--- config.mk ---
export PLATFORM = sky130hd
export DESIGN_NAME = integer_to_ascii_digits
export DESIGN_NICKNAME = d
export VERILOG_FILES = /design/src/hw/rtl/i2a_pkg.sv /design/src/hw/rtl/i2a_front.sv /design/src/hw/rtl/i2a_queue.sv /design/src/hw/rtl/i2a_back.sv /design/src/hw/rtl/integer_to_ascii_digits.sv
export SDC_FILE = /design/constraint.sdc
export NUM_CORES = 1
export LEC_CHECK = 0
export ABC_CLOCK_PERIOD_IN_PS = 13300
export BUFFER_PORTS_ARGS = -buffer_cell sky130_fd_sc_hd__buf_4
export CAP_MARGIN = 10
export CORE_MARGIN = 1.5
export CORE_UTILIZATION = 58
export CTS_BUF_LIST = sky130_fd_sc_hd__clkbuf_8
export CTS_CLUSTER_DIAMETER = 60
export DETAILED_ROUTE_END_ITERATION = 12
export PLACE_DENSITY_LB_ADDON = 0.05
export SETUP_SLACK_MARGIN = 0.1
export SLEW_MARGIN = 10
export SYNTH_ARGS = -nofsm -noshare
export SYNTH_HDL_FRONTEND = slang
export SYNTH_SLANG_ARGS = --single-unit
--- constraint.sdc ---
create_clock -name clk -period 13.3 [get_ports clk]
set_clock_uncertainty 0.15 [all_clocks]
set_input_delay 1.995 -clock clk [delete_from_list [all_inputs] [get_ports clk]]
set_output_delay 1.995 -clock clk [all_outputs]
set_load 0.005 [all_outputs]
--- src/hw/rtl/i2a_pkg.sv ---
`timescale 1ns / 1ps

package i2a_pkg;

    localparam int VALUE_WIDTH_DEF = 64;
    localparam int MAX_RADIX_DEF   = 16;
    localparam int VALUE_W         = 64;
    localparam int RADIX_W         = 5;
    localparam int CHAR_W          = 7;
    localparam int COUNT_W         = 7;
    localparam int DIGIT_W         = 4;
    localparam int DIV_STEP        = 8;
    localparam int QUEUE_DEPTH     = 2;
    localparam int NUM_GLYPHS      = 16;

    localparam logic [CHAR_W-1:0] CHAR_LOWER_A = 7'h61;
    localparam logic [CHAR_W-1:0] CHAR_LOWER_Z = 7'h7a;
    localparam logic [CHAR_W-1:0] CASE_OFFSET  = 7'h20;

    localparam logic [CHAR_W-1:0] GLYPHS [NUM_GLYPHS] = '{
        7'h30, 7'h31, 7'h32, 7'h33, 7'h34, 7'h35, 7'h36, 7'h37,
        7'h38, 7'h39, 7'h61, 7'h62, 7'h63, 7'h64, 7'h65, 7'h66
    };

    typedef struct packed {
        logic [VALUE_W-1:0] value;
        logic [RADIX_W-1:0] radix;
        logic               uppercase;
    } item_t;

    typedef struct packed {
        logic [CHAR_W-1:0]  ascii_char;
        logic               is_last;
        logic [COUNT_W-1:0] digit_count;
    } result_t;

    // classified item as held in the queue
    typedef struct packed {
        logic [VALUE_W-1:0] value;
        logic [RADIX_W-1:0] radix;
        logic               upper;
    } job_t;

    typedef struct packed {
        logic full;
        logic empty;
    } queue_stat_t;

    function automatic logic [CHAR_W-1:0] glyph(input logic [DIGIT_W-1:0] d,
                                                input logic upper);
        logic [CHAR_W-1:0] c;
        c = GLYPHS[d];
        if (upper && c >= CHAR_LOWER_A && c <= CHAR_LOWER_Z)
        begin
            c = c - CASE_OFFSET;
        end
        return c;
    endfunction

endpackage

--- src/hw/rtl/i2a_front.sv ---
`timescale 1ns / 1ps

module i2a_front
    import i2a_pkg::*;
#(
    parameter int MAX_RADIX = MAX_RADIX_DEF
)(
    input  logic        start,
    input  item_t       item,
    input  queue_stat_t q_stat,
    output logic        busy,
    output logic        push,
    output job_t        job
);

    localparam logic [RADIX_W-1:0] RADIX_MIN = RADIX_W'(2);
    localparam logic [RADIX_W-1:0] RADIX_MAX = RADIX_W'(MAX_RADIX);

    assign busy = q_stat.full;
    assign push = start && !q_stat.full;

    // saturate radix into the supported range
    always_comb
    begin
        job.value = item.value;
        job.upper = item.uppercase;
        priority if (item.radix < RADIX_MIN)
        begin
            job.radix = RADIX_MIN;
        end
        else if (item.radix > RADIX_MAX)
        begin
            job.radix = RADIX_MAX;
        end
        else
        begin
            job.radix = item.radix;
        end
    end

endmodule

--- src/hw/rtl/i2a_queue.sv ---
`timescale 1ns / 1ps

module i2a_queue
    import i2a_pkg::*;
(
    input  logic        clk,
    input  logic        rst_n,
    input  logic        push,
    input  job_t        push_job,
    input  logic        pop,
    output job_t        head,
    output queue_stat_t q_stat
);

    localparam int PTR_W = (QUEUE_DEPTH > 1) ? $clog2(QUEUE_DEPTH) : 1;
    localparam int CNT_W = $clog2(QUEUE_DEPTH + 1);
    localparam logic [PTR_W-1:0] LAST_PTR = PTR_W'(QUEUE_DEPTH - 1);

    job_t             slot_reg [QUEUE_DEPTH];
    logic [PTR_W-1:0] wr_ptr_reg, wr_ptr_next;
    logic [PTR_W-1:0] rd_ptr_reg, rd_ptr_next;
    logic [CNT_W-1:0] count_reg, count_next;

    assign q_stat.full  = (count_reg == CNT_W'(QUEUE_DEPTH));
    assign q_stat.empty = (count_reg == '0);
    assign head         = slot_reg[rd_ptr_reg];

    always_comb
    begin
        wr_ptr_next = wr_ptr_reg;
        rd_ptr_next = rd_ptr_reg;
        count_next  = count_reg;
        if (push)
        begin
            wr_ptr_next = (wr_ptr_reg == LAST_PTR) ? '0 : wr_ptr_reg + PTR_W'(1);
        end
        if (pop)
        begin
            rd_ptr_next = (rd_ptr_reg == LAST_PTR) ? '0 : rd_ptr_reg + PTR_W'(1);
        end
        unique case ({push, pop})
            2'b10:   count_next = count_reg + CNT_W'(1);
            2'b01:   count_next = count_reg - CNT_W'(1);
            default: count_next = count_reg;
        endcase
    end

    always_ff @(posedge clk or negedge rst_n)
    begin
        if (!rst_n)
        begin
            wr_ptr_reg <= '0;
            rd_ptr_reg <= '0;
            count_reg  <= '0;
        end
        else
        begin
            wr_ptr_reg <= wr_ptr_next;
            rd_ptr_reg <= rd_ptr_next;
            count_reg  <= count_next;
        end
    end

    always_ff @(posedge clk)
    begin
        if (push)
        begin
            slot_reg[wr_ptr_reg] <= push_job;
        end
    end

endmodule

--- src/hw/rtl/i2a_back.sv ---
`timescale 1ns / 1ps

module i2a_back
    import i2a_pkg::*;
#(
    parameter int VALUE_WIDTH = VALUE_WIDTH_DEF
)(
    input  logic        clk,
    input  logic        rst_n,
    input  job_t        head,
    input  queue_stat_t q_stat,
    output logic        pop,
    output result_t     result,
    output logic        strobe
);

    localparam int DIV_W  = ((VALUE_WIDTH + DIV_STEP - 1) / DIV_STEP) * DIV_STEP;
    localparam int STEPS  = DIV_W / DIV_STEP;
    localparam int STEP_W = (STEPS > 1) ? $clog2(STEPS) : 1;
    localparam int ADDR_W = $clog2(VALUE_WIDTH);
    localparam int CNT_W  = $clog2(VALUE_WIDTH + 1);
    localparam logic [STEP_W-1:0] LAST_STEP = STEP_W'(STEPS - 1);

    typedef enum logic [2:0] {
        S_IDLE = 3'b001,
        S_DIV  = 3'b010,
        S_EMIT = 3'b100
    } state_t;

    // eight restoring steps, remainder always below the radix
    function automatic logic [DIV_STEP+DIGIT_W-1:0] div_step(
        input logic [DIGIT_W-1:0]  rem,
        input logic [DIV_STEP-1:0] bits,
        input logic [RADIX_W-1:0]  radix
    );
        logic [DIGIT_W:0]    r;
        logic [DIV_STEP-1:0] q;
        r = {1'b0, rem};
        q = '0;
        for (int i = DIV_STEP - 1; i >= 0; i--)
        begin
            r = {r[DIGIT_W-1:0], bits[i]};
            if (r >= radix)
            begin
                r    = r - radix;
                q[i] = 1'b1;
            end
        end
        return {q, r[DIGIT_W-1:0]};
    endfunction

    logic [DIGIT_W-1:0] digit_mem [VALUE_WIDTH];

    state_t             state_reg, state_next;
    logic [STEP_W-1:0]  step_reg, step_next;
    logic [CNT_W-1:0]   n_reg, n_next;
    logic [ADDR_W-1:0]  rd_ptr_reg, rd_ptr_next;
    logic               rd_pend_reg, rd_pend_next;
    logic               rd_last_reg, rd_last_next;
    logic               strobe_reg, strobe_next;

    logic [DIV_W-1:0]   work_reg, work_next;
    logic [DIGIT_W-1:0] rem_reg, rem_next;
    logic [RADIX_W-1:0] radix_reg, radix_next;
    logic               upper_reg, upper_next;
    logic [DIGIT_W-1:0] rd_data_reg;
    result_t            result_reg, result_next;

    logic [DIV_STEP-1:0] q_bits;
    logic [DIGIT_W-1:0]  rem_new;
    logic [DIV_W-1:0]    work_new;
    logic                wr_en;

    assign {q_bits, rem_new} = div_step(rem_reg, work_reg[DIV_W-1 -: DIV_STEP], radix_reg);
    assign work_new = (work_reg << DIV_STEP) | DIV_W'(q_bits);
    assign wr_en    = (state_reg == S_DIV) && (step_reg == LAST_STEP);
    assign pop      = (state_reg == S_IDLE) && !q_stat.empty;

    assign result = result_reg;
    assign strobe = strobe_reg;

    always_comb
    begin
        state_next   = state_reg;
        step_next    = step_reg;
        n_next       = n_reg;
        rd_ptr_next  = rd_ptr_reg;
        rd_pend_next = 1'b0;
        rd_last_next = rd_last_reg;
        work_next    = work_reg;
        rem_next     = rem_reg;
        radix_next   = radix_reg;
        upper_next   = upper_reg;
        unique case (state_reg)
            S_IDLE:
            begin
                if (pop)
                begin
                    work_next  = DIV_W'(head.value[VALUE_WIDTH-1:0]);
                    rem_next   = '0;
                    radix_next = head.radix;
                    upper_next = head.upper;
                    step_next  = '0;
                    n_next     = '0;
                    state_next = S_DIV;
                end
            end
            S_DIV:
            begin
                work_next = work_new;
                if (step_reg == LAST_STEP)
                begin
                    step_next = '0;
                    rem_next  = '0;
                    n_next    = n_reg + CNT_W'(1);
                    if (work_new == '0)
                    begin
                        rd_ptr_next = n_reg[ADDR_W-1:0];
                        state_next  = S_EMIT;
                    end
                end
                else
                begin
                    step_next = step_reg + STEP_W'(1);
                    rem_next  = rem_new;
                end
            end
            S_EMIT:
            begin
                rd_pend_next = 1'b1;
                rd_last_next = (rd_ptr_reg == '0);
                if (rd_ptr_reg == '0)
                begin
                    state_next = S_IDLE;
                end
                else
                begin
                    rd_ptr_next = rd_ptr_reg - ADDR_W'(1);
                end
            end
            default:
            begin
                state_next = S_IDLE;
            end
        endcase

        strobe_next             = rd_pend_reg;
        result_next.ascii_char  = glyph(rd_data_reg, upper_reg);
        result_next.is_last     = rd_last_reg;
        result_next.digit_count = COUNT_W'(n_reg);
    end

    always_ff @(posedge clk or negedge rst_n)
    begin
        if (!rst_n)
        begin
            state_reg   <= S_IDLE;
            step_reg    <= '0;
            n_reg       <= '0;
            rd_ptr_reg  <= '0;
            rd_pend_reg <= 1'b0;
            rd_last_reg <= 1'b0;
            strobe_reg  <= 1'b0;
        end
        else
        begin
            state_reg   <= state_next;
            step_reg    <= step_next;
            n_reg       <= n_next;
            rd_ptr_reg  <= rd_ptr_next;
            rd_pend_reg <= rd_pend_next;
            rd_last_reg <= rd_last_next;
            strobe_reg  <= strobe_next;
        end
    end

    always_ff @(posedge clk)
    begin
        work_reg   <= work_next;
        rem_reg    <= rem_next;
        radix_reg  <= radix_next;
        upper_reg  <= upper_next;
        result_reg <= result_next;
    end

    // digit store, least significant digit at address zero
    always_ff @(posedge clk)
    begin
        if (wr_en)
        begin
            digit_mem[n_reg[ADDR_W-1:0]] <= rem_new;
        end
        if (state_reg == S_EMIT)
        begin
            rd_data_reg <= digit_mem[rd_ptr_reg];
        end
    end

endmodule

--- src/hw/rtl/integer_to_ascii_digits.sv ---
`timescale 1ns / 1ps

// integer to ascii digits: takes an unsigned value, a radix (saturated into
// 2..MAX_RADIX) and an uppercase flag, and emits the digits as ascii
// characters, most significant first, no leading zeros, one beat per cycle
// on result with strobe high; every beat carries the digit count and the
// last one has is_last set. the receiver cannot stall, so beats of one
// number always come on consecutive cycles. an item is taken when start is
// high and busy is low; busy is high only while the two-entry queue is full.
// per item: the divider makes 8 quotient bits per cycle and writes one digit
// into the digit store each time a pass over the value ends; when the value
// reaches zero the digits are emitted, most significant first. the divide
// loop sets the time per item; the queue lets the next items be accepted
// meanwhile.
module integer_to_ascii_digits
    import i2a_pkg::*;
#(
    parameter int VALUE_WIDTH = VALUE_WIDTH_DEF,
    parameter int MAX_RADIX   = MAX_RADIX_DEF
)(
    input  logic    clk,
    input  logic    rst_n,
    input  logic    start,
    output logic    busy,
    input  item_t   item,
    output result_t result,
    output logic    strobe
);

    // queue status shared by front and back
    queue_stat_t q_stat;
    job_t        push_job;
    job_t        head;
    logic        push;
    logic        pop;

    // front: handshake and radix saturation
    i2a_front #(
        .MAX_RADIX (MAX_RADIX)
    ) u_front (
        .start  (start),
        .item   (item),
        .q_stat (q_stat),
        .busy   (busy),
        .push   (push),
        .job    (push_job)
    );

    // short queue between classification and conversion
    i2a_queue u_queue (
        .clk      (clk),
        .rst_n    (rst_n),
        .push     (push),
        .push_job (push_job),
        .pop      (pop),
        .head     (head),
        .q_stat   (q_stat)
    );

    // back: repeated division into the digit store, then emission
    i2a_back #(
        .VALUE_WIDTH (VALUE_WIDTH)
    ) u_back (
        .clk    (clk),
        .rst_n  (rst_n),
        .head   (head),
        .q_stat (q_stat),
        .pop    (pop),
        .result (result),
        .strobe (strobe)
    );

endmodule

==> flow_summary_export.csv, run 1 <==
group,metric,value,unit
setup_path,cp_top_family,"compound AO/OA/AOI/OAI gates",
route,drtPass1Iterations,5,
cells_and_area,seqCellArea,15200,um2
timing,setup_viol,0,
setup_path,cp-start-kind,"flop",
hold_path,holdPathEnd,"u_back.strobe",
synth,yosys.area.top_type_share,0.654,
synth,synth_area_leader_cell,"edfxtp_1",
timing,setup-tns-final,0,ps
clock_network,htree_num_levels,3,
die,ios,90,
die,fp.dieH,197,um
timing,fin_ws,926,ps
route,postRouteAntennaNets,0,
route,vias,11627,
die,dieArea,38700,um2
global_routing,track_usage,0.233,
synth,synth_area_leaders,"edfxtp_1 (65%), mux4_2 (7.6%), mux2i_1 (3.8%)",
placement,post-place-ws,363,ps
cells_and_area,fillers,2536,
route,wirelength,43600,um
placement,portBuffers,89,
die,placementRows,70,
outcome,outcome,"completed",
setup_path,arrival,12790,ps
hold_path,hold_depth,0,
clock_network,cts_num_sinks,515,
cells_and_area,mostFrequentLayoutCells,"edfxtp_1 (474), buf_4 (109), nor2_1 (106)",
setup_path,r2r_setup_slack,930,ps
setup_path,reg2regPathDepth,48,
cells_and_area,largest_reg_flops,256,
clock_network,cts-root-buf,"clkbuf_8",
cells_and_area,multiInputGateArea,6200,um2
route,drt_iter0_drc,1015,
synth,ys_seq_area_frac,0.698,
die,core,36800,um2
timing,finalHoldViolations,0,
setup_path,cpMostUsedCell,"ha_1",
global_routing,grt_max_degree,114,
synth,ys.flop_type,"edfxtp_1",
cells_and_area,final_common_cell,"edfxtp_1",
synth,ys_ff_latch,515,
route,drc_errors,0,
synth,syn_inst,1314,
die,die_x,197,um
synth,synth_edf_count,474,
route,viasPerCell,5.88,
hold_path,worstHoldStart,"u_back.rd_pend_reg",
setup_path,cp_max_fo,10,
setup_path,r2r_start,"u_back.radix_reg[2]",
cells_and_area,nets,1582,
route,wire_per_inst,22.0,um
setup_path,crit_required,13710,ps
cells_and_area,area_growth_syn_to_layout,12.2,%
clock_network,cts_hold_buf,0,
timing,period_share,0.930,
timing,slew_headroom,0.334,
setup_path,critPathCaptureType,"flop",
timing,drv_slew,0,
timing,max_freq,80.8,MHz
synth,synth_warnings,0,
setup_path,path_buf_inv,6,
setup_path,cpPeakStageDelay,560,ps
setup_path,crit-reg2reg-capture,"u_back.rd_ptr_reg[1]",
run,drv_cap,0,
placement,place_congestion,0.872,
die,initial_utilization,0.591,
cells_and_area,diodes,0,
timing,rsz0062_at_grt,"no",
synth,netlist_area,21800,um2
cells_and_area,drive_gt1_frac,0.229,
clock_network,tritoncts,"built",
hold_path,hold_path_class,"reg -> reg",
cells_and_area,post-route-util,0.664,
synth,syn_area_per_cell,16.6,um2
setup_path,cp_slowest_cell,"a2111oi_4",
global_routing,grt_pass1_wl,67100,um
clock_network,clkLatencyLatePin,650,ps
global_routing,grt_overflow,0,
clock_network,cts_buffers,82,
synth,syn_nets,1443,
global_routing,grt_antenna_before_repair,0,
placement,place_hpwl,27200,um
clock_network,path_clk_slew,60,ps
clock_network,clk_path_buf_depth,3,
timing,period_minus_slack,12370,ps
timing,tightest_slew,1000,ps
synth,synth-async-reset-ratio,0.0505,
setup_path,crit_type,"reg -> reg",
global_routing,grt_pass1_vias,11686,
synth,ys_types,74,
==> worst max-delay path by stage <==
stage                              from                      end  slack, ps  cells past startpoint
floorplan           u_back.radix_reg[1]   u_back.digit_mem[0][0]        530                     40
global placement    u_back.radix_reg[1]  u_back.digit_mem[37][1]        840                     44
detailed placement  u_back.radix_reg[1]  u_back.digit_mem[36][3]        360                     44
CTS                 u_back.radix_reg[1]  u_back.digit_mem[32][3]        300                     45
global route        u_back.radix_reg[2]     u_back.rd_ptr_reg[1]        110                     48
finish              u_back.radix_reg[2]     u_back.rd_ptr_reg[1]        930                     48
==> final cells by class <==
class                      count  area share
inverter                      35     0.00538
timing repair buffer         109      0.0335
tap                          468      0.0240
clock inverter                53      0.0108
sequential                   515       0.622
clock buffer                  89      0.0502
multi-input combinational    710       0.254
==> layer usage <==
metal	track usage	up-vias	wire length, um	part of all wire
met5	0	-	0	0
met4	0.0758	0	806	0.018
met3	0.0507	59	3330	0.076
met2	0.357	419	20400	0.47
met1	0.339	5780	19100	0.44
li1	-	5369	-	-
==> logic make-up (layout without fill, tap and decap cells) <==
kind of cell,count (synthesis),count (layout),synth area share
compound gates,168,168,0.0527
mux,179,179,0.126
simple gates,282,282,0.0592
fa+ha+maj,56,56,0.0350
buf+inv,89,286,0.0194
xor+xnor,25,25,0.0101
flops,515,515,0.698
==> through the flow <==
step / hold WS (ps) / instance area [um2] / instances
6_report: 200 / 24400 / 1979
5_1_grt: 212 / 24400 / 1979
4_1_cts: 201 / 24400 / 1973
3_5_place_dp: 186 / 22900 / 1831
3_3_place_gp: 183 / 22900 / 1831
2_1_floorplan: 181 / 21800 / 1314
==> cells in the mapped netlist, types with 10 or more instances <==
library cell,count
a21oi_1,28
clkbuf_1,28
mux4_2,73
dfrtp_1,25
nand2_1,94
inv_1,34
nor2_1,108
xor2_1,10
o21ai_0,82
nor4_1,13
mux2_2,23
xnor2_1,15
mux2i_1,83
edfxtp_1,474
dfxtp_1,15
ha_1,48
==> what timing repair did <==
item / CTS / global route
setup buffers: 0 / 6
gates resized for setup: 0 / 4
setup endpoints to repair: 0 / 267
Power of run 1 is left out: the tool's default activity adds up to more than one toggle a clock period on the data nets, which glitch-free logic cannot reach.
==> inputs of run 2 (changes only) <==
Settings changed: ABC_CLOCK_PERIOD_IN_PS 13300 to 11400, CELL_PAD_IN_SITES_DETAIL_PLACEMENT set to 2, CELL_PAD_IN_SITES_GLOBAL_PLACEMENT set to 2, CORE_UTILIZATION 58 to 48, SKIP_LAST_GASP set to 1.
Clock period 13.3 ns to 11.4 ns, I/O delays scaled along.
==> run 2 against run 1 <==
  * The flow now finishes with violations (negative setup slack)
  * Clock-buffer cell count increased by 6
  * Register-to-register slack got worse by 1000 ps
  * Non-clock buffer count increased by 50
  * Design area increased by 5.3%
  * Die area increased by 20%
==> flow_summary_export.csv, run 2 (synthesis gave the netlist of run 1 again) <==
group,metric,value,unit
outcome,outcome,"complete, but fails checks",
outcome,violations,"negative setup slack",
die,fp.dieH,216,um
timing,holdWs,223,ps
setup_path,cp-start-kind,"flop",
timing,finalHoldViolations,0,
route,drtPass1Iterations,7,
cells_and_area,area_growth_syn_to_layout,18.2,%
clock_network,cts_buffers,87,
route,drt_iter0_drc,947,
route,postRouteAntennaNets,0,
die,core,44500,um2
timing,max_freq,86.9,MHz
die,die_x,216,um
clock_network,cts_hold_buf,0,
setup_path,worstSetupStartpoint,"u_back.work_reg[63]",
timing,drv_slew,0,
timing,period_minus_slack,11510,ps
die,ios,90,
setup_path,r2r_start,"u_back.work_reg[63]",
setup_path,cp_slowest_cell,"or4_4",
global_routing,grt_max_degree,97,
cells_and_area,drive_gt1_frac,0.299,
hold_path,hold_path_class,"reg -> reg",
run,drv_cap,0,
placement,place_congestion,0.772,
route,wirelength,69400,um
timing,period_share,1.01,
setup_path,arrival,11950,ps
global_routing,grt_antenna_before_repair,1,
global_routing,grt_pass1_vias,14301,
cells_and_area,mostFrequentLayoutCells,"edfxtp_1 (474), buf_4 (153), nor2_1 (100)",
cells_and_area,design_area,25700,um2
setup_path,critPathCaptureType,"flop",
setup_path,crit_required,11830,ps
cells_and_area,largest_reg_flops,256,
clock_network,cts-root-buf,"clkbuf_8",
global_routing,grt_overflow,0,
die,initial_utilization,0.489,
route,viasPerCell,5.96,
cells_and_area,final_common_cell,"edfxtp_1",
clock_network,path_clk_slew,70,ps
placement,place_hpwl,38600,um
clock_network,clk_path_buf_depth,3,
timing,tightest_slew,1040,ps
route,wire_per_inst,32.0,um
clock_network,htree_num_levels,3,
clock_network,cts_num_sinks,515,
global_routing,grt_pass1_wl,93600,um
placement,dp.cells,1969,
setup_path,crit_type,"reg -> reg",
setup_path,cpMostUsedCell,"buf_4",
route,drc_errors,0,
timing,rsz0062_at_grt,"yes",
die,placementRows,77,
clock_network,tritoncts,"built",
timing,slew_headroom,0.309,
placement,portBuffers,89,
die,dieArea,46600,um2
timing,fin_ws,-113,ps
route,vias,12938,
cells_and_area,fin_cells,2170,
cells_and_area,nets,1637,
setup_path,cpPeakStageDelay,540,ps
clock_network,clkLatencyLatePin,700,ps
placement,placed_area,23200,um2
timing,setup_viol,6,
setup_path,cp_max_fo,7,
global_routing,track_usage,0.276,
hold_path,worstHoldStart,"u_back.rd_pend_reg",
[run 2: cell types whose count changed in the layout (fill, tap and decap cells not counted), sizes merged]
| cell | change |
|---|---|
| inv | -3 |
| buf | +50 |
| diode | +1 |
| bufinv | -1 |
| clkinvlp | -3 |
| clkbuf | +6 |
| clkinv | +17 |
[run 2: layout make-up]
class	count	area [um2]
fillers	3836	18800
flip-flops and latches	515	15200
multi-input cells	710	6810
clock buffers	95	1310
repair buffers	159	1250
well taps	592	741
clock inverters	63	278
inverters	35	139
diodes	1	2.50
[run 2: stage by stage]
step                      setup slack (ps)  utilization  TNS [ps]
after global placement                67.2        0.520         0
after detailed placement              -727        0.520   -147790
after global routing                  -416        0.578    -49750
after floorplan                        114            -         0
after CTS                              129        0.567         0
final                                 -113        0.578      -627
[run 2: worst paths after layout]
path,cells after the start,endpoint,slack (ps)
setup / recovery,51,u_back.rd_ptr_reg[3],-110
hold / removal,0,u_back.strobe,220
setup reg to reg,51,u_back.rd_ptr_reg[3],-110
hold reg to reg,0,u_back.strobe,220
max in group asynchronous,1,u_queue.rd_ptr_reg,10000
min in group asynchronous,1,u_back.rd_ptr_reg[5],780
[run 2: what timing repair did]
action / 4_1_cts / 5_1_grt
buffers inserted: 27 / 15
pin swaps: 21 / 32
endpoints found under the hold margin: 0 / 0
endpoints found under the setup margin: 269 / 269
resized for setup: 47 / 72
[run 2: metal layers]
layer | wire [um] | global-route usage | vias to the layer above
met2 | 36100 | 0.471 | 451
li1 | - | - | 5488
met3 | 3770 | 0.0530 | 141
met5 | 0 | 0 | -
met4 | 2070 | 0.0854 | 0
met1 | 27400 | 0.359 | 6858
[run 2: critical path, delay by kind of cell (launching register included)]
family                   cells  cell delay (ps)
buffers and inverters       12             1550
multiplexers                 5             1310
flip-flops                   1              450
AO/OA/AOI/OAI               19             4100
adder cells (fa/ha/maj)      8             2360
AND/OR/NAND/NOR              7             1460
Power of run 2 is left out for the same reason.
==> inputs of run 3 (changes only) <==
Settings changed: CORE_ASPECT_RATIO set to 1.5, SLEW_MARGIN 10 to 5.
==> run 3 against run 2 <==
  * The run still ends with negative setup slack left
  * Flip-flop and latch count unchanged
  * Critical path type unchanged
  * Register-to-register slack gained 90 ps
  * Critical path depth is 2 lower
  * Setup slack improved by 93 ps
  * Sequential share of layout area increased by 0.13 points
  * Clock-buffer cell count is 11 lower
  * Die area about the same
  * Non-clock buffer count grew 10
  * Via count down 1.9%
==> flow_summary_export.csv, run 3 (synthesis gave the netlist of run 1 again) <==
group,metric,value,unit
placement,portBuffers,89,
clock_network,clk_path_buf_depth,3,
clock_network,cts-root-buf,"clkbuf_8",
route,drc_errors,0,
cells_and_area,final_common_cell,"edfxtp_1",
route,wirelength,63700,um
cells_and_area,drive_gt1_frac,0.300,
cells_and_area,mostFrequentLayoutCells,"edfxtp_1 (474), buf_4 (162), nor2_1 (97)",
clock_network,tritoncts,"built",
setup_path,cp.depth,49,
die,die_x,177,um
outcome,outcome,"complete, but fails checks",
route,vias,12696,
route,drtPass1Iterations,5,
setup_path,cp_max_fo,7,
setup_path,cp_slowest_cell,"or4_4",
setup_path,crit_type,"reg -> reg",
setup_path,cpMostUsedCell,"ha_1",
global_routing,grt_overflow,0,
hold_path,hold_path_class,"reg -> reg",
clock_network,htree_num_levels,3,
setup_path,cp-start-kind,"flop",
timing,setup-tns-final,-41.1,ps
clock_network,cts_num_sinks,515,
global_routing,grt_antenna_before_repair,1,
die,dieArea,46600,um2
hold_path,hold_depth,0,
clock_network,cts_hold_buf,0,
die,initial_utilization,0.486,
timing,period_share,1.00,
placement,place_hpwl,39600,um
timing,fin_ws,-19.3,ps
die,ios,90,
timing,max_freq,87.6,MHz
route,postRouteAntennaNets,0,
cells_and_area,nets,1641,
global_routing,grt_max_degree,90,
outcome,violations,"negative setup slack",
route,viasPerCell,5.88,
timing,rsz0062_at_grt,"yes",
clock_network,clkLatencyLatePin,690,ps
setup_path,cp_top_family,"compound AO/OA/AOI/OAI gates",
route,wire_per_inst,29.5,um
timing,tightest_slew,1050,ps
setup_path,cpPeakStageDelay,540,ps
timing,period_minus_slack,11420,ps
run,drv_cap,0,
global_routing,grt_pass1_vias,14577,
die,placementRows,95,
die,core,44800,um2
route,drt_iter0_drc,806,
global_routing,grt_pass1_wl,93600,um
setup_path,crit_required,11820,ps
setup_path,arrival,11840,ps
timing,finalHoldViolations,0,
setup_path,reg2regPathDepth,49,
setup_path,path_buf_inv,8,
timing,drv_slew,0,
timing,slew_headroom,0.302,
cells_and_area,largest_reg_flops,256,
die,fp.dieH,264,um
setup_path,critPathCaptureType,"flop",
cells_and_area,area_growth_syn_to_layout,18.0,%
clock_network,cts_buffers,78,
global_routing,track_usage,0.276,
timing,setup_viol,3,
clock_network,path_clk_slew,70,ps
placement,place_congestion,0.791,
-- run 3: changes by cell type in the layout (fill, tap and decap cells not counted), sizes merged --
| cell | change |
|---|---|
| a21oi | +3 |
| bufinv | +5 |
| clkbuf | -11 |
| buf | +10 |
| clkinvlp | -1 |
| inv | -13 |
| clkinv | +5 |
-- run 3: worst paths after layout --
check / from / end / slack, ps
max in group asynchronous: rst_n / u_back.rd_ptr_reg[1] / 9930
setup / recovery: u_back.radix_reg[4] / u_back.rd_ptr_reg[1] / -20
hold reg to reg: u_back.rd_pend_reg / u_back.strobe / 230
min in group asynchronous: rst_n / u_back.strobe / 810
setup reg to reg: u_back.radix_reg[4] / u_back.rd_ptr_reg[1] / -20
hold / removal: u_back.rd_pend_reg / u_back.strobe / 230
-- run 3: final cells by class --
cell class              count  area [um2]
fillers                  3791       19100
clock buffers              84        1160
multi-input cells         713        6740
inverters                  35         136
clock inverters            59         387
repair buffers            169        1330
flip-flops and latches    515       15200
diodes                      1        2.50
well taps                 582         728
-- run 3: repair_timing --
item                       in CTS  in global routing
buffers inserted               24                 22
pin swaps                      19                 34
setup endpoints to repair     268                268
gates resized for setup        50                 45
gates cloned                    3                  0
-- run 3: per-stage QoR --
stage | hold slack [ps] | area (um2) | setup slack, ps | cells | utilization
floorplan | 181 | 21800 | 114 | 1314 | -
global placement | 195 | 23200 | -9.31 | 1965 | 0.518
detailed placement | 215 | 23200 | -624 | 1965 | 0.518
CTS | 230 | 25300 | 101 | 2135 | 0.564
global route | 244 | 25700 | -365 | 2158 | 0.573
finish | 227 | 25700 | -19.3 | 2158 | 0.573
-- run 3: worst register-to-register path, delay by kind of cell, from the launching register on --
kind                     cells  cell delay, ps
AO/OA/AOI/OAI               17            4120
adder cells (fa/ha/maj)      8            2280
buffers and inverters        8            1240
flip-flops                   1             390
multiplexers                 5            1330
AND/OR/NAND/NOR             11            1770
-- run 3: layer usage --
layer  track usage  up-vias  routed length [um]
li1              -     5502                   -
met1         0.305     6662               22800
met2         0.518      399               36100
met3        0.0402      133                2420
met4         0.121        0                2370
met5             0        -                   0
Power of run 3 is left out for the same reason.
